**config.mk**
```make
export PLATFORM = sky130hd
export DESIGN_NAME = pcg_back
export DESIGN_NICKNAME = d
export VERILOG_FILES = /design/src/design/pcg_pkg.sv /design/src/design/pcg_back.sv
export SDC_FILE = /design/constraint.sdc
export NUM_CORES = 2
export LEC_CHECK = 0
export BUFFER_PORTS_ARGS = -buffer_cell sky130_fd_sc_hd__buf_2
export CAP_MARGIN = 20
export CORE_ASPECT_RATIO = 2
export CORE_MARGIN = 2
export CORE_UTILIZATION = 46
export CTS_BUF_LIST = sky130_fd_sc_hd__clkbuf_16
export DETAILED_ROUTE_END_ITERATION = 7
export SLEW_MARGIN = 25
export SYNTH_ARGS = -nofsm -noshare
export SYNTH_HDL_FRONTEND = slang
export SYNTH_SLANG_ARGS = --single-unit
export TNS_END_PERCENT = 10
```
**constraint.sdc**
```tcl
create_clock -name clock -period 14.43 [get_ports clock]
set_clock_uncertainty 0.05 [all_clocks]
set_input_delay 2.886 -clock clock [delete_from_list [all_inputs] [get_ports clock]]
set_output_delay 2.886 -clock clock [all_outputs]
set_load 0.005 [all_outputs]
```
**src/design/pcg_pkg.sv**
```systemverilog
`timescale 1ns / 1ps
`default_nettype none
package pcg_pkg;

   localparam logic [63:0] PCG_MULT   = 64'd6364136223846793005;
   localparam logic [63:0] PCG_INC    = 64'd1442695040888963407;
   localparam logic [63:0] TAG_GEN    = 64'h9e3779b97f4a7c15;
   localparam logic [63:0] TAG_POP    = 64'hd1b54a32d192ed03;
   localparam logic [63:0] TAG_DOM    = 64'h94d049bb133111eb;
   localparam logic [63:0] TAG_STATE  = 64'ha0761d6478bd642f;
   localparam logic [63:0] TAG_STREAM = 64'he7037ed1a0b428db;
   localparam logic [63:0] MIX_M1     = 64'hbf58476d1ce4e5b9;
   localparam logic [63:0] MIX_M2     = 64'h94d049bb133111eb;
   localparam logic [32:0] ONE_FIXED  = 33'h1_0000_0000;
   localparam int unsigned STREAM_ROT = 23;
   localparam int unsigned QUEUE_DEPTH = 2;

   // configuration register indexes
   localparam logic [1:0] CSR_ROOT_SEED    = 2'd0;
   localparam logic [1:0] CSR_DOMAIN_FIRST = 2'd1;
   localparam logic [1:0] CSR_DOMAIN_LAST  = 2'd2;

   typedef enum logic [2:0] {
      OP_SEED   = 3'd0,
      OP_DERIVE = 3'd1,
      OP_NEXT   = 3'd2,
      OP_UNIF   = 3'd3,
      OP_PROB   = 3'd4
   } opcode_type;

   typedef enum logic [1:0] {
      ST_OK       = 2'd0,
      ST_UNSEEDED = 2'd1,
      ST_BADARG   = 2'd2
   } status_type;

   // classified command handed from the front to the back
   typedef enum logic [2:0] {
      CMD_FAIL, CMD_SEED, CMD_DERIVE, CMD_NEXT, CMD_UNIF, CMD_PROB
   } cmd_type;

   typedef struct packed {
      cmd_type     cmd;
      status_type  fail_status;
      logic [63:0] arg_a;      // seed, or generation
      logic [63:0] arg_b;      // population slot, or bound
      logic [7:0]  dom;
      logic [32:0] chance;
   } work_type;

   typedef enum logic [4:0] {
      B_IDLE, B_STEP_MUL, B_STEP_ADD, B_SEED_ADD,
      B_MIX_XOR, B_MIX_MUL1, B_MIX_X2, B_MIX_MUL2, B_MIX_DONE,
      B_LIM_INIT, B_LIM_DIV, B_DIV_DONE, B_SAMPLE_CHK, B_RESULT
   } back_state_type;

   typedef struct packed {
      logic        valid;
      status_type  status;
      logic [63:0] value;
      logic        hit;
   } result_type;

endpackage
`default_nettype wire

```
**src/design/pcg_back.sv**
```systemverilog
`timescale 1ns / 1ps
`default_nettype none
module pcg_back (
   input  wire logic                clock,
   input  wire logic                reset,
   input  wire pcg_pkg::work_type   q_data,
   input  wire logic                q_valid,
   output logic                     q_take,
   input  wire logic [63:0]         root_seed,
   output logic                     seeded,
   output pcg_pkg::result_type      res,
   input  wire logic                res_take
);
   import pcg_pkg::*;

   back_state_type state_ff, state_in;
   work_type       job_ff;
   logic [63:0]    st_ff, inc_ff, acc_ff, mul_ff, x_ff;
   logic [63:0]    mat_ff, lim_ff, rem_ff, samp_ff;
   logic [31:0]    word_ff, lo_ff;
   logic [2:0]     mix_ff;      // which splitmix of derive
   logic [1:0]     step_ff;     // which word of a seed or uniform
   logic [1:0]     mph_ff;      // partial product phase of a 64-bit multiply
   logic           div_sel_ff;  // 0 limit, 1 sample mod
   logic [5:0]     dcnt_ff;
   logic           seeded_ff;
   result_type     res_ff;
   logic           out_free;

   logic [31:0]    xs, word;
   logic [4:0]     rot;
   logic [64:0]    rem_sh;
   logic [63:0]    div_n;
   logic [63:0]    mul_a, mul_b, pp, mix_out;
   logic [31:0]    pp_a, pp_b;
   logic           mul_last;

   assign out_free = !res_ff.valid || res_take;
   assign xs   = 32'(((st_ff >> 18) ^ st_ff) >> 27);
   assign rot  = st_ff[63:59];
   assign word = (xs >> rot) | (xs << (6'd32 - {1'b0, rot}));
   assign div_n = div_sel_ff ? samp_ff : (64'd0 - job_ff.arg_b);
   assign rem_sh = {rem_ff, div_n[6'd63 - dcnt_ff]};
   assign mix_out = mul_ff ^ (mul_ff >> 31);

   // one 32x32 multiplier; lo*lo, then lo*hi and hi*lo into the upper half
   assign mul_a = (state_ff == B_STEP_MUL) ? st_ff
                : (state_ff == B_MIX_MUL1) ? (x_ff ^ (x_ff >> 30)) : x_ff;
   assign mul_b = (state_ff == B_STEP_MUL) ? PCG_MULT
                : (state_ff == B_MIX_MUL1) ? MIX_M1 : MIX_M2;
   assign pp_a  = (mph_ff == 2'd2) ? mul_a[63:32] : mul_a[31:0];
   assign pp_b  = (mph_ff == 2'd1) ? mul_b[63:32] : mul_b[31:0];
   assign pp    = {32'd0, pp_a} * {32'd0, pp_b};
   assign mul_last = (mph_ff == 2'd2);

   always_comb begin
      state_in = state_ff;
      q_take   = 1'b0;
      unique case (state_ff)
         B_IDLE: if (q_valid && out_free) begin
            q_take = 1'b1;
            unique case (q_data.cmd)
               CMD_SEED:   state_in = B_STEP_MUL;
               CMD_DERIVE: state_in = B_MIX_XOR;
               CMD_NEXT, CMD_PROB: state_in = B_STEP_MUL;
               CMD_UNIF:   state_in = B_LIM_INIT;
               default:    state_in = B_RESULT;
            endcase
         end
         B_STEP_MUL: if (mul_last) state_in = B_STEP_ADD;
         B_STEP_ADD: begin
            priority if (job_ff.cmd == CMD_SEED)
               state_in = (step_ff == 2'd0) ? B_SEED_ADD : B_RESULT;
            else if (job_ff.cmd == CMD_UNIF)
               state_in = (step_ff == 2'd0) ? B_STEP_MUL : B_SAMPLE_CHK;
            else state_in = B_RESULT;
         end
         B_SEED_ADD: state_in = B_STEP_MUL;
         B_MIX_XOR:  state_in = B_MIX_MUL1;
         B_MIX_MUL1: if (mul_last) state_in = B_MIX_X2;
         B_MIX_X2:   state_in = B_MIX_MUL2;
         B_MIX_MUL2: if (mul_last) state_in = B_MIX_DONE;
         B_MIX_DONE: state_in = (mix_ff == 3'd5) ? B_RESULT : B_MIX_XOR;
         B_LIM_INIT: state_in = B_LIM_DIV;
         B_LIM_DIV:  if (dcnt_ff == 6'd63) state_in = B_DIV_DONE;
         B_DIV_DONE: state_in = div_sel_ff ? B_RESULT : B_STEP_MUL;
         B_SAMPLE_CHK: state_in = (samp_ff < lim_ff) ? B_STEP_MUL : B_LIM_INIT;
         B_RESULT:   state_in = B_IDLE;
         default:    state_in = B_IDLE;
      endcase
   end

   always_ff @(posedge clock) begin
      if (reset) begin
         state_ff  <= B_IDLE;
         seeded_ff <= 1'b0;
         res_ff.valid <= 1'b0;
         st_ff  <= '0;
         inc_ff <= '0;
         mph_ff <= '0;
      end else begin
         state_ff <= state_in;
         if (res_take) res_ff.valid <= 1'b0;
         unique case (state_ff)
            B_IDLE: if (q_take) begin
               job_ff  <= q_data;
               step_ff <= '0;
               mix_ff  <= '0;
               div_sel_ff <= 1'b0;
               acc_ff  <= '0;
               if (q_data.cmd == CMD_SEED) begin
                  st_ff  <= '0;
                  inc_ff <= PCG_INC;
               end
            end
            B_STEP_MUL, B_MIX_MUL1, B_MIX_MUL2: begin
               if (state_ff == B_STEP_MUL) word_ff <= word;
               if (mph_ff == 2'd0) mul_ff <= pp;
               else mul_ff <= {mul_ff[63:32] + pp[31:0], mul_ff[31:0]};
               mph_ff <= mul_last ? 2'd0 : mph_ff + 2'd1;
            end
            B_STEP_ADD: begin
               st_ff   <= mul_ff + inc_ff;
               step_ff <= (job_ff.cmd == CMD_UNIF && step_ff == 2'd1) ? 2'd0
                        : step_ff + 2'd1;
               if (step_ff == 2'd0) lo_ff <= word_ff;
               samp_ff <= {word_ff, lo_ff};
            end
            B_SEED_ADD: st_ff <= st_ff + job_ff.arg_a;
            B_MIX_XOR: begin
               // derive: g, p, d mixes fold into acc; then mat, state, stream
               unique case (mix_ff)
                  3'd0: x_ff <= job_ff.arg_a ^ TAG_GEN;
                  3'd1: x_ff <= job_ff.arg_b ^ TAG_POP;
                  3'd2: x_ff <= {56'd0, job_ff.dom} ^ TAG_DOM;
                  3'd3: x_ff <= root_seed ^ acc_ff;
                  3'd4: x_ff <= mat_ff ^ TAG_STATE;
                  3'd5: x_ff <= {mat_ff[63-STREAM_ROT:0], mat_ff[63:64-STREAM_ROT]}
                                ^ TAG_STREAM;
                  default: x_ff <= '0;
               endcase
            end
            B_MIX_X2:   x_ff   <= mul_ff ^ (mul_ff >> 27);
            B_MIX_DONE: begin
               x_ff   <= mix_out;
               mix_ff <= mix_ff + 3'd1;
               unique case (mix_ff)
                  3'd0, 3'd1, 3'd2: acc_ff <= acc_ff ^ mix_out;
                  3'd3: mat_ff <= mix_out;
                  3'd4: acc_ff <= mix_out;
                  default: begin
                     st_ff  <= acc_ff;
                     inc_ff <= {mix_out[62:0], 1'b1};
                  end
               endcase
            end
            B_LIM_INIT: begin
               rem_ff  <= '0;
               dcnt_ff <= '0;
            end
            B_LIM_DIV: begin
               // restoring divide, one quotient bit per cycle
               if (rem_sh >= {1'b0, job_ff.arg_b}) rem_ff <= 64'(rem_sh - {1'b0, job_ff.arg_b});
               else rem_ff <= rem_sh[63:0];
               dcnt_ff <= dcnt_ff + 6'd1;
            end
            B_DIV_DONE: begin
               if (!div_sel_ff) lim_ff <= rem_ff;
            end
            B_SAMPLE_CHK: if (samp_ff >= lim_ff) div_sel_ff <= 1'b1;
            B_RESULT: begin
               res_ff.valid  <= 1'b1;
               res_ff.status <= (job_ff.cmd == CMD_FAIL) ? job_ff.fail_status : ST_OK;
               res_ff.value  <= (job_ff.cmd == CMD_NEXT) ? {32'd0, word_ff}
                              : (job_ff.cmd == CMD_UNIF) ? rem_ff : 64'd0;
               res_ff.hit    <= (job_ff.cmd == CMD_PROB)
                              && ({1'b0, word_ff} < job_ff.chance);
               if (job_ff.cmd == CMD_SEED || job_ff.cmd == CMD_DERIVE)
                  seeded_ff <= 1'b1;
            end
            default: ;
         endcase
      end
   end

   assign res    = res_ff;
   assign seeded = seeded_ff;

   assert property (@(posedge clock) disable iff (reset)
      (state_ff == B_RESULT) |-> out_free)
      else $error("result overwritten before taken");
   assert property (@(posedge clock) disable iff (reset)
      q_take |-> state_ff == B_IDLE)
      else $error("took work while busy");
   assert property (@(posedge clock) disable iff (reset)
      (state_ff == B_RESULT) |=> res_ff.valid)
      else $error("result not posted");
endmodule
`default_nettype wire
```
==> impl_metrics.csv, run 1 <==
group,metric,value,unit
synth,synth_area_leader_cell,"edfxtp_1",
grt,grt_pass1_vias,104000,
synth,syn-num-nets,11400,
synth,seq_area_frac_synth,0.286,
floorplanning,die_x,316,µm
cts,cts_buffers,90,
floorplanning,io-pin-count,312,
synth,synth.most_common_cell,"inv_1",
grt,grt_max_degree,96,
cts,clock_path_buffers,3,
cts,cts_resized,0,
synth,synth.area.top_cells,"edfxtp_1, fa_1, ha_1",
synth,ys_warn_count,0,
synth,synth_edf_count,765,
cts,post_cts.repair.setup_buffers,0,
floorplanning,die_h,629,µm
synth,syn-instance-count,9651,
placed_design,gp_congestion,1.23,
synth,yosysUniqueCellTypes,91,
grt,gr-total-overflow,1167,
synth,yosys_most_used_dff,"edfxtp_1",
placed_design,port_buffers,311,
grt,grt_pass1_wl,994,mm
synth,async_flop_share,0,
run_status,outcome,"aborted with a tool error",
synth,syn_avg_cell_area,9.30,µm²
placed_design,hpwl,451,mm
cts,cts_sinks,901,
cts,htreeDepth,3,
synth,synth_commonest_cells,"inv_1, nand2_1, fa_1, nor2_1, edfxtp_1",
floorplanning,start_util,0.462,
placed_design,placed_area,0.0951,mm²
grt,grtUsageTotal,0.696,
cts,postCtsHoldBufs,0,
run_status,stop_error,"[ERROR GRT-0116] Global routing finished with congestion. Check the congestion regions in the DRC Viewer.",
synth,synth_top_area_share,0.256,
placed_design,placed_cells,12300,
cts,cts_root_buf,"clkbuf_16",
floorplanning,rows,229,
run_status,stop_stage,"5_1_grt",
synth,synth-seq-cells,901,
synth,syn_area,0.0898,mm²
[stage by stage]
| stage | utilization | setup slack, ns |
|---|---|---|
| 2_1_floorplan | - | 2.94 |
| 3_5_place_dp | 0.489 | 1.65 |
| 4_1_cts | 0.505 | 1.57 |
| 3_3_place_gp | 0.489 | 1.71 |
[logic make-up after synthesis]
family	count (synthesis)	share of synthesized area
compound gates	2045	0.147
xor+xnor	523	0.0510
fa+ha+maj	1487	0.280
buf+inv	1788	0.0751
flops	901	0.286
mux	222	0.0281
simple gates	2685	0.132
[metal layers]
layer / GRT usage / overflow
met1: 0.672 / 7
met2: 0.914 / 683
met3: 0.464 / 26
met4: 0.772 / 449
met5: 0.124 / 2
==> inputs of run 2 (changes only) <==
--- a/config.mk
+++ b/config.mk
@@ -7,11 +7,10 @@
 export LEC_CHECK = 0
 export BUFFER_PORTS_ARGS = -buffer_cell sky130_fd_sc_hd__buf_2
 export CAP_MARGIN = 20
-export CORE_ASPECT_RATIO = 2
 export CORE_MARGIN = 2
-export CORE_UTILIZATION = 46
-export CTS_BUF_LIST = sky130_fd_sc_hd__clkbuf_16
+export CORE_UTILIZATION = 31
 export DETAILED_ROUTE_END_ITERATION = 7
+export PLACE_DENSITY_LB_ADDON = 0.15
 export SLEW_MARGIN = 25
 export SYNTH_ARGS = -nofsm -noshare
 export SYNTH_HDL_FRONTEND = slang
==> impl_metrics.csv, run 2 <==
group,metric,value,unit
final_layout,final_cell_mix,"inv_1, nand2_1, fa_1",
synth,synth_area_leader_cell,"edfxtp_1",
run_status,violations,"design-rule violations",
placed_design,gp_congestion,1.01,
min_path,hold_class,"reg2reg",
grt,grt_pass1_vias,75800,
route,drc_errors,6,
synth,syn-instance-count,9651,
cts,cts_buffers,101,
final_layout,layout.nets,11500,
cts,tritoncts,"built",
grt,grt_max_degree,81,
synth,synth_commonest_cells,"inv_1, nand2_1, fa_1, nor2_1, edfxtp_1",
route,routedWlPerCell,33.9,µm
sta,tns,0,ns
critical_path,critPathMaxStageDelay,0.83,ns
synth,synth.most_common_cell,"inv_1",
cts,cts_sinks,901,
sta,final-hold-violation-count,0,
synth,synth_edf_count,765,
sta,min_period,12.93,ns
final_layout,fill_cells,30000,
floorplanning,dieArea,0.294,mm²
cts,insertion_delay,0.75,ns
final_layout,layout_commonest_cell,"inv_1",
synth,ys_warn_count,0,
synth,syn-num-nets,11400,
synth,async_flop_share,0,
grt,gr-total-overflow,0,
synth,seq_area_frac_synth,0.286,
route,drtPass1Iterations,8,
sta,fmax,0.0774,GHz
placed_design,placed_area,0.0962,mm²
synth,syn_avg_cell_area,9.30,µm²
floorplanning,start_util,0.312,
final_layout,area_growth,11.0,%
critical_path,required,14.86,ns
floorplanning,die_h,542,µm
synth,yosys_most_used_dff,"edfxtp_1",
grt,antenna_found_initial,51,
cts,clock_path_buffers,3,
sta,worst_pin_slew,1.31,ns
cts,clk_pin_slew,0.08,ns
critical_path,cp.arrival,13.35,ns
critical_path,endpoint_kind,"register",
cts,post_cts.repair.setup_buffers,0,
synth,syn_area,0.0898,mm²
placed_design,port_buffers,311,
grt,grt_pass1_wl,630,mm
final_layout,multiInputGateArea,0.0577,mm²
sta,slew_headroom,0.128,
cts,postCtsHoldBufs,0,
critical_path,cpMaxStageDelayCell,"dfxtp_1",
sta,rsz0062_at_grt,"no",
floorplanning,rows,197,
route,drtIter0Drc,9672,
final_layout,largest_reg_flops,174,
route,ant_nets,0,
sta,final_max_slew_viol_count,0,
synth,yosysUniqueCellTypes,91,
grt,top_usage_layer,"met2",
critical_path,crit_path_frequent_cell,"ha_1",
grt,use_met1,0.416,
final_layout,drive_gt1_frac,0.0905,
route,vias,77900,
route,routed_via_density,5.70,
floorplanning,die_x,542,µm
sta,setup_violations,0,
run_status,outcome,"finished, violations left",
grt,gr-usage-met3,0.0676,
critical_path,start_kind,"register",
synth,synth-seq-cells,901,
cts,htreeDepth,3,
floorplanning,core_area,0.288,mm²
synth,synth.area.top_cells,"edfxtp_1, fa_1, ha_1",
final_layout,seq_area,0.0257,mm²
placed_design,hpwl,373,mm
cts,cts_root_buf,"clkbuf_16",
critical_path,crit_type,"reg2reg",
grt,grtUsageTotal,0.308,
cts,cts_resized,0,
final_layout,final_cell_area,0.0997,mm²
synth,synth_top_area_share,0.256,
critical_path,path_max_fanout,23,
final_layout,regMostFlops,"job_ff",
flow_run,maxCapViolations,0,
sta,finalCritPeriodShare,0.896,
floorplanning,io-pin-count,312,
route,routed_wl,463,mm
grt,gr-usage-met2,0.466,
run 2: cell counts after synthesis:
Identical to the previous run, type by type.
run 2: final timing paths:
kind / from / end / slack [ns] / cells after the start
max reg2reg: state_ff[2] / mul_ff[63] / 1.50 / 41
max: state_ff[2] / mul_ff[63] / 1.50 / 41
min: lo_ff[12] / samp_ff[12] / 0.37 / 0
min reg2reg: lo_ff[12] / samp_ff[12] / 0.37 / 0
run 2: worst max-delay path: cells and delay by family (launching register included):
kind            cells  cell delay [ns]
compound gates     14             3.37
xor+xnor            3             0.69
fa+ha+maj          10             3.74
buf+inv             4             1.01
flops               1             0.83
simple gates       10             2.93
run 2: metrics by stage:
step	setup WS (ns)	utilization	instances	hold slack [ns]
final	1.50	0.346	13700	0.365
after CTS	1.70	0.345	13700	0.365
after global routing	1.06	0.346	13700	0.377
after detailed placement	1.74	0.334	13500	0.355
after floorplan	2.94	-	9651	0.350
after global placement	1.94	0.334	13500	0.352
run 2: area by class of cell:
| type | count | area share |
|---|---|---|
| clock buffer | 129 | 0.0271 |
| sequential | 901 | 0.258 |
| inverter | 1280 | 0.0482 |
| timing repair buffer | 549 | 0.0339 |
| tap | 3781 | 0.0475 |
| clock inverter | 55 | 0.00575 |
| antenna | 18 | 0.000452 |
| multi-input combinational | 6962 | 0.579 |
run 2: cells by family after synthesis:
logic type	after synthesis	share of synthesized area
adder cells (fa/ha/maj)	1487	0.280
buffers and inverters	1788	0.0751
AND/OR/NAND/NOR	2685	0.132
flip-flops	901	0.286
AO/OA/AOI/OAI	2045	0.147
multiplexers	222	0.0281
XOR/XNOR	523	0.0510
run 2: routing by layer:
| metal | vias up | routed length (µm) |
|---|---|---|
| li1 | 33300 | - |
| met2 | 4010 | 201000 |
| met4 | 22 | 26900 |
| met5 | - | 143 |
| met1 | 39800 | 195000 |
| met3 | 825 | 40700 |
Power of run 2 is not shown: default switching activity piles up to over one toggle a cycle in this logic, so the estimate is an artifact.
