==> config.mk <==
export PLATFORM = sky130hd
export DESIGN_NAME = pcg_front
export DESIGN_NICKNAME = d
export VERILOG_FILES = /design/src/design/pcg_pkg.sv /design/src/design/pcg_front.sv
export SDC_FILE = /design/constraint.sdc
export NUM_CORES = 1
export LEC_CHECK = 0
export BUFFER_PORTS_ARGS = -buffer_cell sky130_fd_sc_hd__clkbuf_2
export CORE_AREA = 3 3 191 193
export DETAILED_ROUTE_END_ITERATION = 8
export DIE_AREA = 0 0 194 196
export MAX_ROUTING_LAYER = met4
export PLACE_DENSITY = 0.69
export SLEW_MARGIN = 20
export SYNTH_ARGS = -nofsm -noshare
export SYNTH_HDL_FRONTEND = slang
export SYNTH_SLANG_ARGS = --single-unit
export TNS_END_PERCENT = 5
==> constraint.sdc <==
create_clock -name clock -period 13.55 [get_ports clock]
set_clock_uncertainty 0.15 [all_clocks]
set_input_delay 0.6775 -clock clock [delete_from_list [all_inputs] [get_ports clock]]
set_output_delay 0.6775 -clock clock [all_outputs]
set_load 0.02 [all_outputs]
==> src/design/pcg_pkg.sv <==
`timescale 1ns / 1ps
`default_nettype none
package pcg_pkg;

   localparam logic [63:0] PCG_MULT   = 64'd6364136223846793005;
   localparam logic [63:0] PCG_INC    = 64'd1442695040888963407;
   localparam logic [63:0] TAG_GEN    = 64'h9e3779b97f4a7c15;
   localparam logic [63:0] TAG_POP    = 64'hd1b54a32d192ed03;
   localparam logic [63:0] TAG_DOM    = 64'h94d049bb133111eb;
   localparam logic [63:0] TAG_STATE  = 64'ha0761d6478bd642f;
   localparam logic [63:0] TAG_STREAM = 64'he7037ed1a0b428db;
   localparam logic [63:0] MIX_M1     = 64'hbf58476d1ce4e5b9;
   localparam logic [63:0] MIX_M2     = 64'h94d049bb133111eb;
   localparam logic [32:0] ONE_FIXED  = 33'h1_0000_0000;
   localparam int unsigned STREAM_ROT = 23;
   localparam int unsigned QUEUE_DEPTH = 2;

   // configuration register indexes
   localparam logic [1:0] CSR_ROOT_SEED    = 2'd0;
   localparam logic [1:0] CSR_DOMAIN_FIRST = 2'd1;
   localparam logic [1:0] CSR_DOMAIN_LAST  = 2'd2;

   typedef enum logic [2:0] {
      OP_SEED   = 3'd0,
      OP_DERIVE = 3'd1,
      OP_NEXT   = 3'd2,
      OP_UNIF   = 3'd3,
      OP_PROB   = 3'd4
   } opcode_type;

   typedef enum logic [1:0] {
      ST_OK       = 2'd0,
      ST_UNSEEDED = 2'd1,
      ST_BADARG   = 2'd2
   } status_type;

   // classified command handed from the front to the back
   typedef enum logic [2:0] {
      CMD_FAIL, CMD_SEED, CMD_DERIVE, CMD_NEXT, CMD_UNIF, CMD_PROB
   } cmd_type;

   typedef struct packed {
      cmd_type     cmd;
      status_type  fail_status;
      logic [63:0] arg_a;      // seed, or generation
      logic [63:0] arg_b;      // population slot, or bound
      logic [7:0]  dom;
      logic [32:0] chance;
   } work_type;

   typedef enum logic [4:0] {
      B_IDLE, B_STEP_MUL, B_STEP_ADD, B_SEED_ADD,
      B_MIX_XOR, B_MIX_MUL1, B_MIX_X2, B_MIX_MUL2, B_MIX_DONE,
      B_LIM_INIT, B_LIM_DIV, B_DIV_DONE, B_SAMPLE_CHK, B_RESULT
   } back_state_type;

   typedef struct packed {
      logic        valid;
      status_type  status;
      logic [63:0] value;
      logic        hit;
   } result_type;

endpackage
`default_nettype wire

==> src/design/pcg_front.sv <==
`timescale 1ns / 1ps
`default_nettype none
module pcg_front (
   input  wire logic                clock,
   input  wire logic                reset,
   input  wire logic                push,
   output logic                     full,
   input  wire logic [2:0]          opcode,
   input  wire logic [63:0]         seed_value,
   input  wire logic [63:0]         generation,
   input  wire logic [63:0]         population_slot,
   input  wire logic [7:0]          domain_code,
   input  wire logic [63:0]         range_bound,
   input  wire logic [32:0]         chance,
   input  wire logic [7:0]          domain_first,
   input  wire logic [7:0]          domain_last,
   input  wire logic                seeded,
   output pcg_pkg::work_type        q_data,
   output logic                     q_valid,
   input  wire logic                q_take
);
   import pcg_pkg::*;

   localparam int unsigned AW = (QUEUE_DEPTH > 1) ? $clog2(QUEUE_DEPTH) : 1;

   work_type           mem_ff [QUEUE_DEPTH];
   logic [AW-1:0]      wr_ff, wr_in, rd_ff, rd_in;
   logic [AW:0]        cnt_ff, cnt_in;
   logic               seeded_ff, seeded_in;
   work_type           cls;
   logic               acc;

   // track seeded status ahead of the back end, since classification is early
   assign acc  = push && !full;
   assign full = (cnt_ff == (AW+1)'(QUEUE_DEPTH));

   always_comb begin
      cls.cmd         = CMD_FAIL;
      cls.fail_status = ST_BADARG;
      cls.arg_a       = seed_value;
      cls.arg_b       = range_bound;
      cls.dom         = domain_code;
      cls.chance      = chance;
      seeded_in       = seeded_ff;
      unique case (opcode)
         OP_SEED: begin
            cls.cmd   = CMD_SEED;
            seeded_in = 1'b1;
         end
         OP_DERIVE: begin
            cls.arg_a = generation;
            cls.arg_b = population_slot;
            if (domain_code >= domain_first && domain_code <= domain_last) begin
               cls.cmd   = CMD_DERIVE;
               seeded_in = 1'b1;
            end
         end
         OP_NEXT, OP_UNIF, OP_PROB: begin
            if (!seeded_ff) begin
               cls.fail_status = ST_UNSEEDED;
            end else if (opcode == OP_NEXT) begin
               cls.cmd = CMD_NEXT;
            end else if (opcode == OP_UNIF) begin
               if (range_bound != 64'd0) cls.cmd = CMD_UNIF;
            end else begin
               if (chance <= ONE_FIXED) cls.cmd = CMD_PROB;
            end
         end
         default: cls.cmd = CMD_FAIL;
      endcase
      if (!acc) seeded_in = seeded_ff;
   end

   always_comb begin
      wr_in  = wr_ff;
      rd_in  = rd_ff;
      cnt_in = cnt_ff;
      if (acc) begin
         wr_in = (wr_ff == AW'(QUEUE_DEPTH - 1)) ? '0 : wr_ff + 1'b1;
      end
      if (q_take) begin
         rd_in = (rd_ff == AW'(QUEUE_DEPTH - 1)) ? '0 : rd_ff + 1'b1;
      end
      if (acc && !q_take) cnt_in = cnt_ff + 1'b1;
      else if (!acc && q_take) cnt_in = cnt_ff - 1'b1;
   end

   always_ff @(posedge clock) begin
      if (reset) begin
         wr_ff     <= '0;
         rd_ff     <= '0;
         cnt_ff    <= '0;
         seeded_ff <= 1'b0;
      end else begin
         wr_ff     <= wr_in;
         rd_ff     <= rd_in;
         cnt_ff    <= cnt_in;
         seeded_ff <= seeded_in;
      end
   end

   always_ff @(posedge clock) begin
      if (acc) mem_ff[wr_ff] <= cls;
   end

   assign q_data  = mem_ff[rd_ff];
   assign q_valid = (cnt_ff != '0);

   assert property (@(posedge clock) disable iff (reset)
      q_take |-> q_valid)
      else $error("queue read while empty");
   assert property (@(posedge clock) disable iff (reset)
      (acc && !q_take) |=> cnt_ff == $past(cnt_ff) + 1'b1)
      else $error("queue count lost a write");
   assert property (@(posedge clock) disable iff (reset)
      seeded |-> seeded_ff)
      else $error("front seeded flag behind back end");
endmodule
`default_nettype wire

== After elaboration in Yosys (flattened, before gate mapping) ==
Memories as Yosys holds them, arrays and structs flattened. A register that Yosys moved wholly into a read port is not among the register bits.
Cells that the tools add are included.

* Mux-type cells: 20
* Eq/ne operators: 6
* $lt $le $gt $ge: 3
* Reduce and logical (&&, ||, !) cells: 14
* Add/subtract/negate cells: 4

{| class="wikitable"
|+ Operators by type and width
! operator !! number
|-
| $mux W128 || 1
|-
| $reduce_bool A64 Y1 || 1
|-
| $le A33 B33 Y1 const B || 1
|-
| $mux W3 || 5
|-
| $mux W2 || 5
|-
| $pmux W3 S3 || 1
|-
| $ge A8 B8 Y1 || 1
|-
| $le A8 B8 Y1 || 1
|-
| $mux W1 || 7
|-
| $eq A3 B2 Y1 const B || 2
|-
| $reduce_bool A2 Y1 || 3
|-
| $logic_and A1 B1 Y1 || 4
|-
| $eq A3 B1 Y1 const B || 1
|-
| $eq A3 B3 Y1 const B || 1
|-
| $logic_not A1 Y1 || 3
|-
| $logic_not A3 Y1 || 1
|-
| $reduce_and A3 Y1 || 1
|-
| $reduce_or A3 Y1 || 1
|-
| $add A1 B1 Y1 const B || 2
|-
| $add A2 B1 Y2 const B || 1
|-
| $eq A2 B2 Y1 const B || 1
|-
| $ne A2 B2 Y1 const B || 1
|-
| $pmux W1 S2 || 1
|-
| $sub A2 B1 Y2 const B || 1
|}

* Memory bits (writable): 348
* Memories kept: 1
* Output and inout bits: 176
* Register bits: 5
* Logic and storage cells: 52
* Input port bits: 321

{| class="wikitable"
|+ Memory list
! memory !! depth !! width !! rd ports !! clocked after Yosys merged registers in !! wr ports !! line !! text
|-
| mem_ff || 2 || 174 || 1 || 1 || 1 || pcg_front.sv:26 || <nowiki>work_type mem_ff [QUEUE_DEPTH];</nowiki>
|}

== Logic depth before layout (Yosys ltp) ==
Gate-level depths: netlist of run 1.

* Depth in word-level cells: 7
* Mapped depth: 7
* Gate-level depth less buffers: 7

== Least setup slack after synthesis of run 1 ==
OpenSTA, ideal clock, no wires.

* Path kind: in2reg
* Start point: input port push
* End point: memory mem_ff[0][0] (netlist bit) (enable)
* Data required time: 12.669 ns
* Data arrival time: 8.536 ns
* Stages on the path: 2
* Slack: 4.133 ns
* Setup time: 0.731 ns
* Cell sequence: and2_0 nor2b_1

* Word-level cells in the longest chain between the ends: 3

{| class="wikitable"
|+ Ends and longest elaborated chain
! element !! line !! text
|-
| from (decl) || pcg_front.sv:6 || <nowiki>input wire logic push,</nowiki>
|-
| $logic_and A1 B1 Y1 || pcg_front.sv:34 || <nowiki>assign acc = push && !full;</nowiki>
|-
| $mux W1 || pcg_front.sv:103 || <nowiki>if (acc) mem_ff[wr_ff] <= cls;</nowiki>
|-
| $mux W1 (not written as such) || pcg_front.sv:103 ||
|-
| to (decl) || pcg_front.sv:26 ||
|}

Every way passes these cells.

==> results of run 1 <==
## registers in the layout (all words and copies together) (netlist names), named ones only
register and flops:
seeded_ff 1, cnt_ff 2, wr_ff 1, mem_ff 348, rd_ff 1
## synthesized netlist by cell type
master     instances  area, um^2
xnor2_1            2        17.5
nor4_1            25         156
inv_2              1        3.75
o211ai_1           1        7.51
xor2_1             2        17.5
a21o_1             2        15.0
buf_6             12         135
o211a_1            1        10.0
nand4_2            1        12.5
nor2b_1            2        12.5
and2_0             1        6.26
o32ai_1            1        8.76
o41ai_1            1        8.76
dfxtp_1            6         120
mux2_2           302        3400
a2111oi_0          1        8.76
nor2_1             9        33.8
nand2b_1           4        25.0
a21oi_1            6        30.0
nand4_1            9        56.3
ha_1              17         213
nor3_1             2        10.0
or2_2              1        6.26
nand2_1            4        15.0
and3_1             1        6.26
or3_1              1        6.26
a211oi_2           1        12.5
buf_8              1        15.0
buf_2             17        85.1
clkbuf_1           3        11.3
and2_1             1        6.26
edfxtp_1         348       10500
inv_1             18        67.6
nor3_4             1        16.3
o21a_1             2        15.0
o21ai_0            5        25.0
## cell families after synthesis
logic type	count (synthesis)	share of synthesized area (%)
AND/OR/NAND/NOR	62	2.45
XOR/XNOR	4	0.233
multiplexers	302	22.6
adder cells (fa/ha/maj)	17	1.41
buffers and inverters	52	2.11
flip-flops	354	70.2
AO/OA/AOI/OAI	21	0.940
## placed cells by master, fill, tap and decap left out, types with 4 or more instances in the layout
cell type  Yosys  layout
clkinv_1       0       7
nand4_1        9       9
ha_1          17      17
inv_1         18      18
nor4_1        25      25
clkbuf_16      0      41
o21ai_0        5       5
edfxtp_1     348     348
nor2_1         9       9
a21oi_1        6       6
clkbuf_2       0     495
buf_4          0       9
clkinv_2       0       5
mux2_2       302     302
clkbuf_1       3       6
bufinv_16      0       4
nand2_1        4       4
dfxtp_1        6       5
nand2b_1       4       4
## routing by layer
metal	track usage [%]	vias up	wire length, um
met5	-	-	0
met2	32.8	376	18700
li1	-	4248	-
met3	6.30	61	3460
met1	21.7	4509	13900
met4	5.24	0	857
## where the power goes
part / switching, mW / total [mW] / internal, mW / leakage [nW]
logic: 0.332 / 0.537 / 0.205 / 3.60
registers: 0.0316 / 1.39 / 1.36 / 3.30
clock network: 0.399 / 1.02 / 0.626 / 0.612
total: 0.763 / 2.95 / 2.19 / 7.52
## per-stage QoR
stage	util, %	worst slack, ps	hold slack, ps	instances	cell area [um^2]
6_report	55.3	9920	232	1805	19200
5_1_grt	55.3	9770	212	1805	19200
4_1_cts	55.3	9840	204	1805	19200
3_5_place_dp	51.7	10100	346	1738	17900
3_3_place_gp	51.7	10080	328	1738	17900
2_1_floorplan	-	4130	311	812	15000
## final timing paths
check,endpoint,depth (start not counted),from,slack [ps]
max,q_data[115],3,flip-flop,9920
min,mem_ff[1][6],1,chance[6],230
max reg2reg,mem_ff[0][31],4,cnt_ff[0],10310
min reg2reg,cnt_ff[1],2,cnt_ff[1],350
## layout make-up
class | count | area, um^2 | area share (%)
Sequential cell | 354 | 10600 | 55.1
Multi-Input combinational cell | 406 | 4170 | 21.7
Timing Repair Buffer | 504 | 2540 | 13.3
Clock buffer | 47 | 1050 | 5.47
Tap cell | 455 | 569 | 2.97
Clock inverter | 20 | 205 | 1.07
Inverter | 19 | 71.3 | 0.372
## critical path, stage by stage, from the launching register on
cell and delay [ps]:
dfxtp_4 800, buf_4 810, mux2_2 450, clkbuf_2 160
==> qor.yml, run 1 <==
period_share_pct: 26.8
grt_pass1_wl_um: 54700
fin_tns_setup_ps: 0
grt_pass1_vias: 9582
avgViaCountPerCell: 5.09
finalCriticalPeriod_ps: 3630
cts_resized: 0
dr.first_iter.drc_count: 390
rows: 68
clk_latency_ps: 510
die_h_um: 196
cts_root_buf: "clkbuf_16"
hold_viol: 0
post_cts_buffers: 0
clockBufferDepth: 3
dieArea_um2: 38000
wl_per_cell_um: 20.5
clkSinkCount: 354
grt_max_degree: 77
max_freq_mhz: 276
worstPathArrival_ps: 2800
endpoint_kind: "output pin"
io_pins: 497
power_mw: 2.95
portBuffers: 495
start_kind: "flip-flop"
numCtsBuffers: 38
syn_area_per_cell_um2: 18.5
drive_above_1_share_pct: 64.3
tightest_slew_ps: 1050
outcome: "completed"
yosysWarnings: 0
wl_um: 36900
p_leak_nw: 7.52
synth_nets: 1150
ys_seq_area_share_pct: 70.2
hold_class: "in2reg"
synthToLayoutAreaGrowth_pct: 27.5
antenna_found_initial: 0
vias: 9194
ctsHtreeMaxLevel: 2
start_util_pct: 43.3
setup_viol: 0
crit_type: "reg2out"
firstDrtPassIters: 5
rsz0062_at_grt: "no"
p_per_area_nw_per_um2: 154
drv_slew: 0
core_area_um2: 34700
ir_drop_uv: 83.6
clk_pin_slew_ps: 60
ys_ff_latch: 354
critical_path_required_ps: 12720
syn_area_um2: 15000
cp_max_fo: 66
grt_overflow_total: 0
post-route-drc-count: 0
cts_hold_buf: 0
gp_congestion: 0.860
dp_hpwl_um: 27000
fillerInstances: 2867
nNetsFinal: 1661
postRouteAntennaNets: 0
cap_violations: 0
diodes: 0
synth_cell_type_count: 36
slew_headroom_pct: 30.0
cts_tree: "built"
die_w_um: 194
syn_inst: 812
grtUsageTotal_pct: 19.1
No activity file was read; power rests on OpenSTA's default activity.
==> inputs of run 2 (changes only) <==
ABC_AREA = 1   (was not set)
CORE_AREA = 3 3 192 194   (was 3 3 191 193)
DIE_AREA = 0 0 195 197   (was 0 0 194 196)
PLACE_DENSITY = 0.72   (was 0.69)
clock period = 3.3 ns   (was 13.55 ns; I/O delays follow)
==> run 2 against run 1 <==
First-iteration DRC count up 89%. Critical path depth up 6. Register-to-register slack worse by 9000 ps.
==> qor.yml, run 2 <==
place_ws_ps: 1180  # -8910 ps
dp_hpwl_um: 27000  # about the same
reg_top3: "mem_ff x348, cnt_ff x2"
grt_max_degree: 97  # +26%
grt_pass1_wl_um: 66400  # +21%
gp_congestion: 0.916  # +6.5%
final_cells: 2438  # +35%
post_cts_buffers: 0  # unchanged
placed_area_um2: 18200  # +1.8%
portBuffers: 495  # unchanged
firstDrtPassIters: 6  # +1
switching_share_pct: 25.9  # +0.12 points
regArea_um2: 10600  # about the same
syn_area_um2: 15200  # +1.3%
core_area_um2: 35400  # +2.0%
vias: 12114  # +32%
die_w_um: 195  # +0.52%
clkPwrFrac_pct: 33.2  # -1.5 points
worstPathArrival_ps: 2860  # +60 ps
max_freq_mhz: 377
synth_edf_count: 348  # unchanged
synth_cell_type_count: 27  # -25%
crit_type: "in2reg"
rows: 69  # +1.5%
outcome: "completed"
postRouteAntennaNets: 0  # unchanged
slew_headroom_pct: 32.4  # +2.3 points
cts_root_buf: "clkbuf_16"
p_switching_mw: 3.04  # +300%
clk_pin_slew_ps: 60  # about the same
clkSinkCount: 354  # unchanged
crit_chain: "dlygate4sd3_1 > clkbuf_2 > nor2_2 > nand2_4 > inv_4 > buf_12 > nand2_1 > nand2_1 > dlygate4sd3_1"
cp_max_fo: 80  # +21%
dr.first_iter.drc_count: 738  # +89%
cpLargestDelayFamily: "buffers and inverters"
cts_resized: 0  # unchanged
synth_most_common_cell: "edfxtp_1"
combPwrFrac_pct: 19.7  # +1.5 points
largest_register: "mem_ff"
wl_per_cell_um: 17.7  # -13%
worst_slack_ps: 650  # -9270 ps
cpMaxStageDelayCell: "dlygate4sd3_1"
post-route-drc-count: 0  # unchanged
grt_overflow_total: 0  # unchanged
antenna_found_initial: 1  # +1
rsz0062_at_grt: "no"
yosys.area.top_type: "edfxtp_1"
endpoint_kind: "flip-flop"
dp_cells: 2064  # +19%
hold_class: "in2reg"
numCtsBuffers: 38  # unchanged
ys_ff_latch: 354  # unchanged
tightest_slew_ps: 1010  # -35.2 ps
finalCriticalPeriod_ps: 2650
setup_viol: 0  # unchanged
yosys_most_used_dff: "edfxtp_1"
fillerInstances: 2531  # -12%
cap_violations: 0  # unchanged
syn_inst: 1137  # +40%
synthToLayoutAreaGrowth_pct: 47.2
dieArea_um2: 38400  # +1.0%
start_util_pct: 43.1  # -0.27 points
p_int_mw: 8.68  # +300%
final_cell_mix: "495 x clkbuf_2, 348 x edfxtp_1, 346 x nand2_1"
synth.top_cells.by_count: "348 x edfxtp_1, 346 x nand2_1, 174 x mux2_2, 71 x inv_1, 44 x nor2_1"
ctsHtreeMaxLevel: 2  # unchanged
synth_nets: 1475  # +28%
grt_pass1_vias: 12802  # +34%
wl_um: 43200  # +17%
p_per_area_nw_per_um2: 522  # +240%
max_stage_delay_ps: 600  # -210 ps
yosysWarnings: 0  # unchanged
avgViaCountPerCell: 4.97  # -2.5%
ys_seq_area_share_pct: 69.3  # -0.92 points
async_reset_ff_share_pct: 0  # unchanged
die_h_um: 197  # +0.51%
layout_commonest_cell: "clkbuf_2"
drive_above_1_share_pct: 37.7  # -27 points
synth_area_leaders: "edfxtp_1 69%, mux2_2 13%, nand2_1 8.5%, inv_1 1.7%, ha_1 1.4%"
io_pins: 497  # unchanged
syn_area_per_cell_um2: 13.4  # -28%
p_seq_share_pct: 47.1  # about the same
finalInstanceArea_um2: 22400  # +17%
drv_slew: 0  # unchanged
period_share_pct: 80.3
clk_latency_ps: 510  # about the same
whs_ps: 69.8  # -163 ps
grtUsageTotal_pct: 22.3  # +3.2 points
start_kind: "primary input"
p_leak_nw: 9.55  # +27%
nNetsFinal: 2285  # +38%
cts_tree: "built"
clockBufferDepth: 3  # unchanged
multiInputGateArea_um2: 4130  # -0.99%
synth_top_area_share_pct: 68.5  # -0.91 points
hold_viol: 0  # unchanged
largest_reg_flops: 348  # unchanged
utilization_pct: 63.4  # +8.1 points
critical_path_required_ps: 3510  # -9210 ps
cp_num_buf_inv: 5  # +3
ir_drop_uv: 434  # +420%
run 2: cell count changes after synthesis, moves of 17 or more:
cell     previous run  this run
inv_1              18        71
mux2_2            302       174
nand2_1             4       346
nor2_1              9        44
nor4_1             25         8
o21ai_0             5        27
run 2: kinds of logic (layout without fill, tap and decap cells):
logic type / Yosys count / count (layout) / synth area share [%]
simple gates: 416 / 416 / 10.6
flops: 354 / 354 / 69.3
mux: 174 / 174 / 12.9
buf+inv: 118 / 957 / 3.78
compound gates: 57 / 57 / 1.96
fa+ha+maj: 17 / 17 / 1.40
xor+xnor: 1 / 1 / 0.0575
other cells: 0 / 1 / 0
run 2: path summary, 6_finish.rpt:
check | start | endpoint | slack, ps | cells past startpoint
max | opcode[1] | mem_ff[0][116] | 650 | 9
min | opcode[2] | mem_ff[1][172] | 70 | 4
max reg2reg | cnt_ff[1] | mem_ff[0][63] | 1350 | 4
min reg2reg | seeded_ff | seeded_ff | 350 | 2
run 2: final cells by class:
class | instances | area share [%]
diodes | 1 | 0.0112
well taps | 461 | 2.57
repair buffers | 816 | 25.6
clock inverters | 18 | 0.368
clock buffers | 51 | 4.74
multi-input cells | 665 | 18.4
flip-flops and latches | 354 | 47.1
inverters | 72 | 1.22
run 2: per-stage QoR:
step | setup TNS (ps) | power [mW]
after floorplan | -106770 | 6.77
after global placement | 0 | 7.50
after detailed placement | 0 | 7.56
after CTS | 0 | 11.8
after global routing | 0 | 12.2
final | 0 | 11.7
run 2: routing by layer:
metal | part of all wire, % | GRT usage [%] | up-vias
met5 | 0 | - | -
met4 | 5.3 | 10.6 | 0
met3 | 7.0 | 4.39 | 172
met2 | 51 | 38.4 | 578
met1 | 37 | 25.2 | 5741
li1 | - | - | 5623
run 2: worst register-to-register path, delay by kind of cell (launching register included):
family | cells | cell delay [ps]
AO/OA/AOI/OAI | 1 | 90
buffers and inverters | 2 | 520
flip-flops | 1 | 310
AND/OR/NAND/NOR | 1 | 370
run 2: power groups by stage:
stage / registers (mW) / logic (mW) / clock network [mW]
CTS: 5.52 / 2.29 / 3.98
detailed placement: 5.61 / 1.95 / 0
global placement: 5.58 / 1.92 / 0
finish: 5.52 / 2.31 / 3.89
floorplan: 5.58 / 1.19 / 0
global route: 5.55 / 2.47 / 4.18
run 2: what timing repair did:
item,4_1_cts,5_1_grt
hold buffers,304,0
hold endpoints to repair,356,0
setup endpoints to repair,0,0
==> inputs of run 3 (changes only) <==
CORE_AREA = 3 3 193 195   (was 3 3 192 194)
DIE_AREA = 0 0 196 198   (was 0 0 195 197)
PLACE_DENSITY = 0.69   (was 0.72)
clock period = 2.5 ns   (was 3.3 ns; I/O delays follow)
==> run 3 against run 2 <==
Register-to-register slack worse by 670 ps. Critical path depth down 6. Sequential share of layout area increased by 0.095 points. Clock power grew 32%. Die area is 1.0% higher. Non-clock buffer count fell by 6. Largest cell class unchanged. Highest routed layer unchanged. Routed wire length fell by 0.99%. Flip-flop and latch count stayed put. Via count decreased by 1.9%. Final area decreased by 0.20%. Count of clock-buffer cells in the layout fell by 1. Hold slack worse by 47 ps.
==> qor.yml, run 3 (synthesis results as in run 2) <==
layout_commonest_cell: "clkbuf_2"
p_seq_share_pct: 47.0  # about the same
gp_congestion: 0.909  # -0.79%
start_kind: "flip-flop"
tightest_slew_ps: 766  # -248 ps
combPwrFrac_pct: 19.7  # about the same
wl_um: 42800  # -0.99%
grt_overflow_total: 0  # unchanged
timing.rr.end: "cnt_ff[1]"
whs_ps: 22.9  # -47.0 ps
min_from: "range_bound[45]"
finalCriticalPeriod_ps: 2300
cpLargestDelayFamily: "flip-flops"
cap_violations: 0  # unchanged
dp_hpwl_um: 27100  # +0.35%
cp_num_buf_inv: 2  # -3
hold_class: "in2reg"
p_per_area_nw_per_um2: 689  # +32%
postRouteAntennaNets: 0  # unchanged
clkSinkCount: 354  # unchanged
regArea_um2: 10600  # unchanged
outcome: "completed"
cpMaxStageDelayCell: "dfxtp_4"
critical_path_required_ps: 2230  # -1280 ps
place_ws_ps: 579  # -606 ps
worst_slack_ps: 202  # -448 ps
power_mw: 15.4  # +32%
cp_max_fo: 62  # -23%
io_pins: 497  # unchanged
ctsHtreeMaxLevel: 2  # unchanged
drive_above_1_share_pct: 37.6  # -0.063 points
clk_pin_slew_ps: 60  # about the same
r2r.worst_path.cells: 8  # +4
portBuffers: 495  # unchanged
wl_per_cell_um: 17.6  # -0.58%
endpoint_kind: "output pin"
dr.first_iter.drc_count: 545  # -26%
post-route-drc-count: 0  # unchanged
min_path_cells: 3  # -1
synthToLayoutAreaGrowth_pct: 46.9
clockBufferDepth: 3  # unchanged
p_switching_mw: 3.96  # +30%
final_cell_mix: "495 x clkbuf_2, 348 x edfxtp_1, 346 x nand2_1"
hold_viol: 0  # unchanged
max_stage_delay_ps: 510  # -90 ps
clk_latency_ps: 510  # about the same
cts_tree: "built"
clkPwrFrac_pct: 33.3  # about the same
crit_type: "reg2out"
dieArea_um2: 38800  # +1.0%
largest_register: "mem_ff"
hold_end: "mem_ff[0][86]"
slew_headroom_pct: 48.9  # +17 points
ir_drop_uv: 498  # +15%
worstPathArrival_ps: 2020  # -840 ps
utilization_pct: 63.0  # -0.43 points
core_area_um2: 35600  # +0.49%
placed_area_um2: 18200  # about the same
grt_pass1_wl_um: 65700  # -0.99%
grt_max_degree: 104  # +7.2%
cts_root_buf: "clkbuf_16"
post_cts_buffers: 0  # unchanged
r2r_start: "cnt_ff[1]"
numCtsBuffers: 38  # unchanged
fillerInstances: 2572  # +1.6%
nNetsFinal: 2279  # -0.26%
rsz0062_at_grt: "no"
firstDrtPassIters: 5  # -1
die_h_um: 198  # +0.51%
largest_reg_flops: 348  # unchanged
period_share_pct: 91.9
drv_slew: 0  # unchanged
grt_pass1_vias: 12627  # -1.4%
avgViaCountPerCell: 4.89  # -1.5%
multiInputGateArea_um2: 4130  # unchanged
reg_top3: "mem_ff x348, cnt_ff x2"
vias: 11882  # -1.9%
crit_chain: "buf_12 > mux2_2 > clkbuf_2"
max_freq_mhz: 435
antenna_found_initial: 1  # unchanged
switching_share_pct: 25.7  # -0.28 points
die_w_um: 196  # +0.51%
p_int_mw: 11.5  # +32%
setup_viol: 0  # unchanged
finalInstanceArea_um2: 22400  # -0.20%
rrSetupSlack_ps: 680  # -670 ps
p_leak_nw: 9.52  # -0.37%
start_util_pct: 42.9  # -0.21 points
rows: 69  # unchanged
grtUsageTotal_pct: 22.1  # -0.24 points
[run 3: layout make-up]
cell class	count	share of cell area [%]
flip-flops and latches	354	47.2
clock inverters	15	0.425
multi-input cells	665	18.4
clock buffers	50	4.63
repair buffers	810	25.5
diodes	1	0.0112
well taps	461	2.58
inverters	72	1.23
[run 3: how the worst max path moves through the flow]
stage / start / end / slack [ps] / cells after the start
final: flip-flop / q_data[44] / 200 / 3
after global placement: opcode[1] / mem_ff[0][172] / 660 / 5
after global routing: flip-flop / q_data[44] / 110 / 3
after CTS: opcode[0] / mem_ff[0][111] / 80 / 7
after detailed placement: opcode[2] / mem_ff[0][172] / 580 / 5
after floorplan: cnt_ff[1] / mem_ff[1][0] / -1120 / 3
[run 3: metrics by stage]
stage | TNS [ps] | cells
3_5_place_dp | 0 | 2060
6_report | 0 | 2428
3_3_place_gp | 0 | 2060
2_1_floorplan | -385970 | 1137
5_1_grt | 0 | 2428
4_1_cts | 0 | 2427
[run 3: repair_timing]
item                       in CTS  in global routing
resized for setup               0                  1
setup endpoints to repair       0                131
hold endpoints to repair      346                  0
hold buffers                  302                  0
[run 3: routing by layer]
| layer | routed length, um | part of all wire [%] | track usage, % |
|---|---|---|---|
| met3 | 3090 | 7.2 | 4.90 |
| met5 | 0 | 0 | - |
| met1 | 15700 | 37 | 24.2 |
| met2 | 21800 | 51 | 38.5 |
| met4 | 2220 | 5.2 | 10.2 |
[run 3: power by group through the flow]
stage	combinational [mW]	clock, mW	sequential (mW)
after floorplan	1.57	0	7.37
after global placement	2.56	0	7.35
after detailed placement	2.59	0	7.38
after CTS	3.03	5.27	7.26
after global routing	3.26	5.48	7.30
final	3.04	5.14	7.25
[run 3: worst reg2reg max path: cells and delay by family, from the launching register on]
family	cells	cell delay [ps]
compound gates	5	750
fa+ha+maj	1	330
buf+inv	2	230
flops	1	320
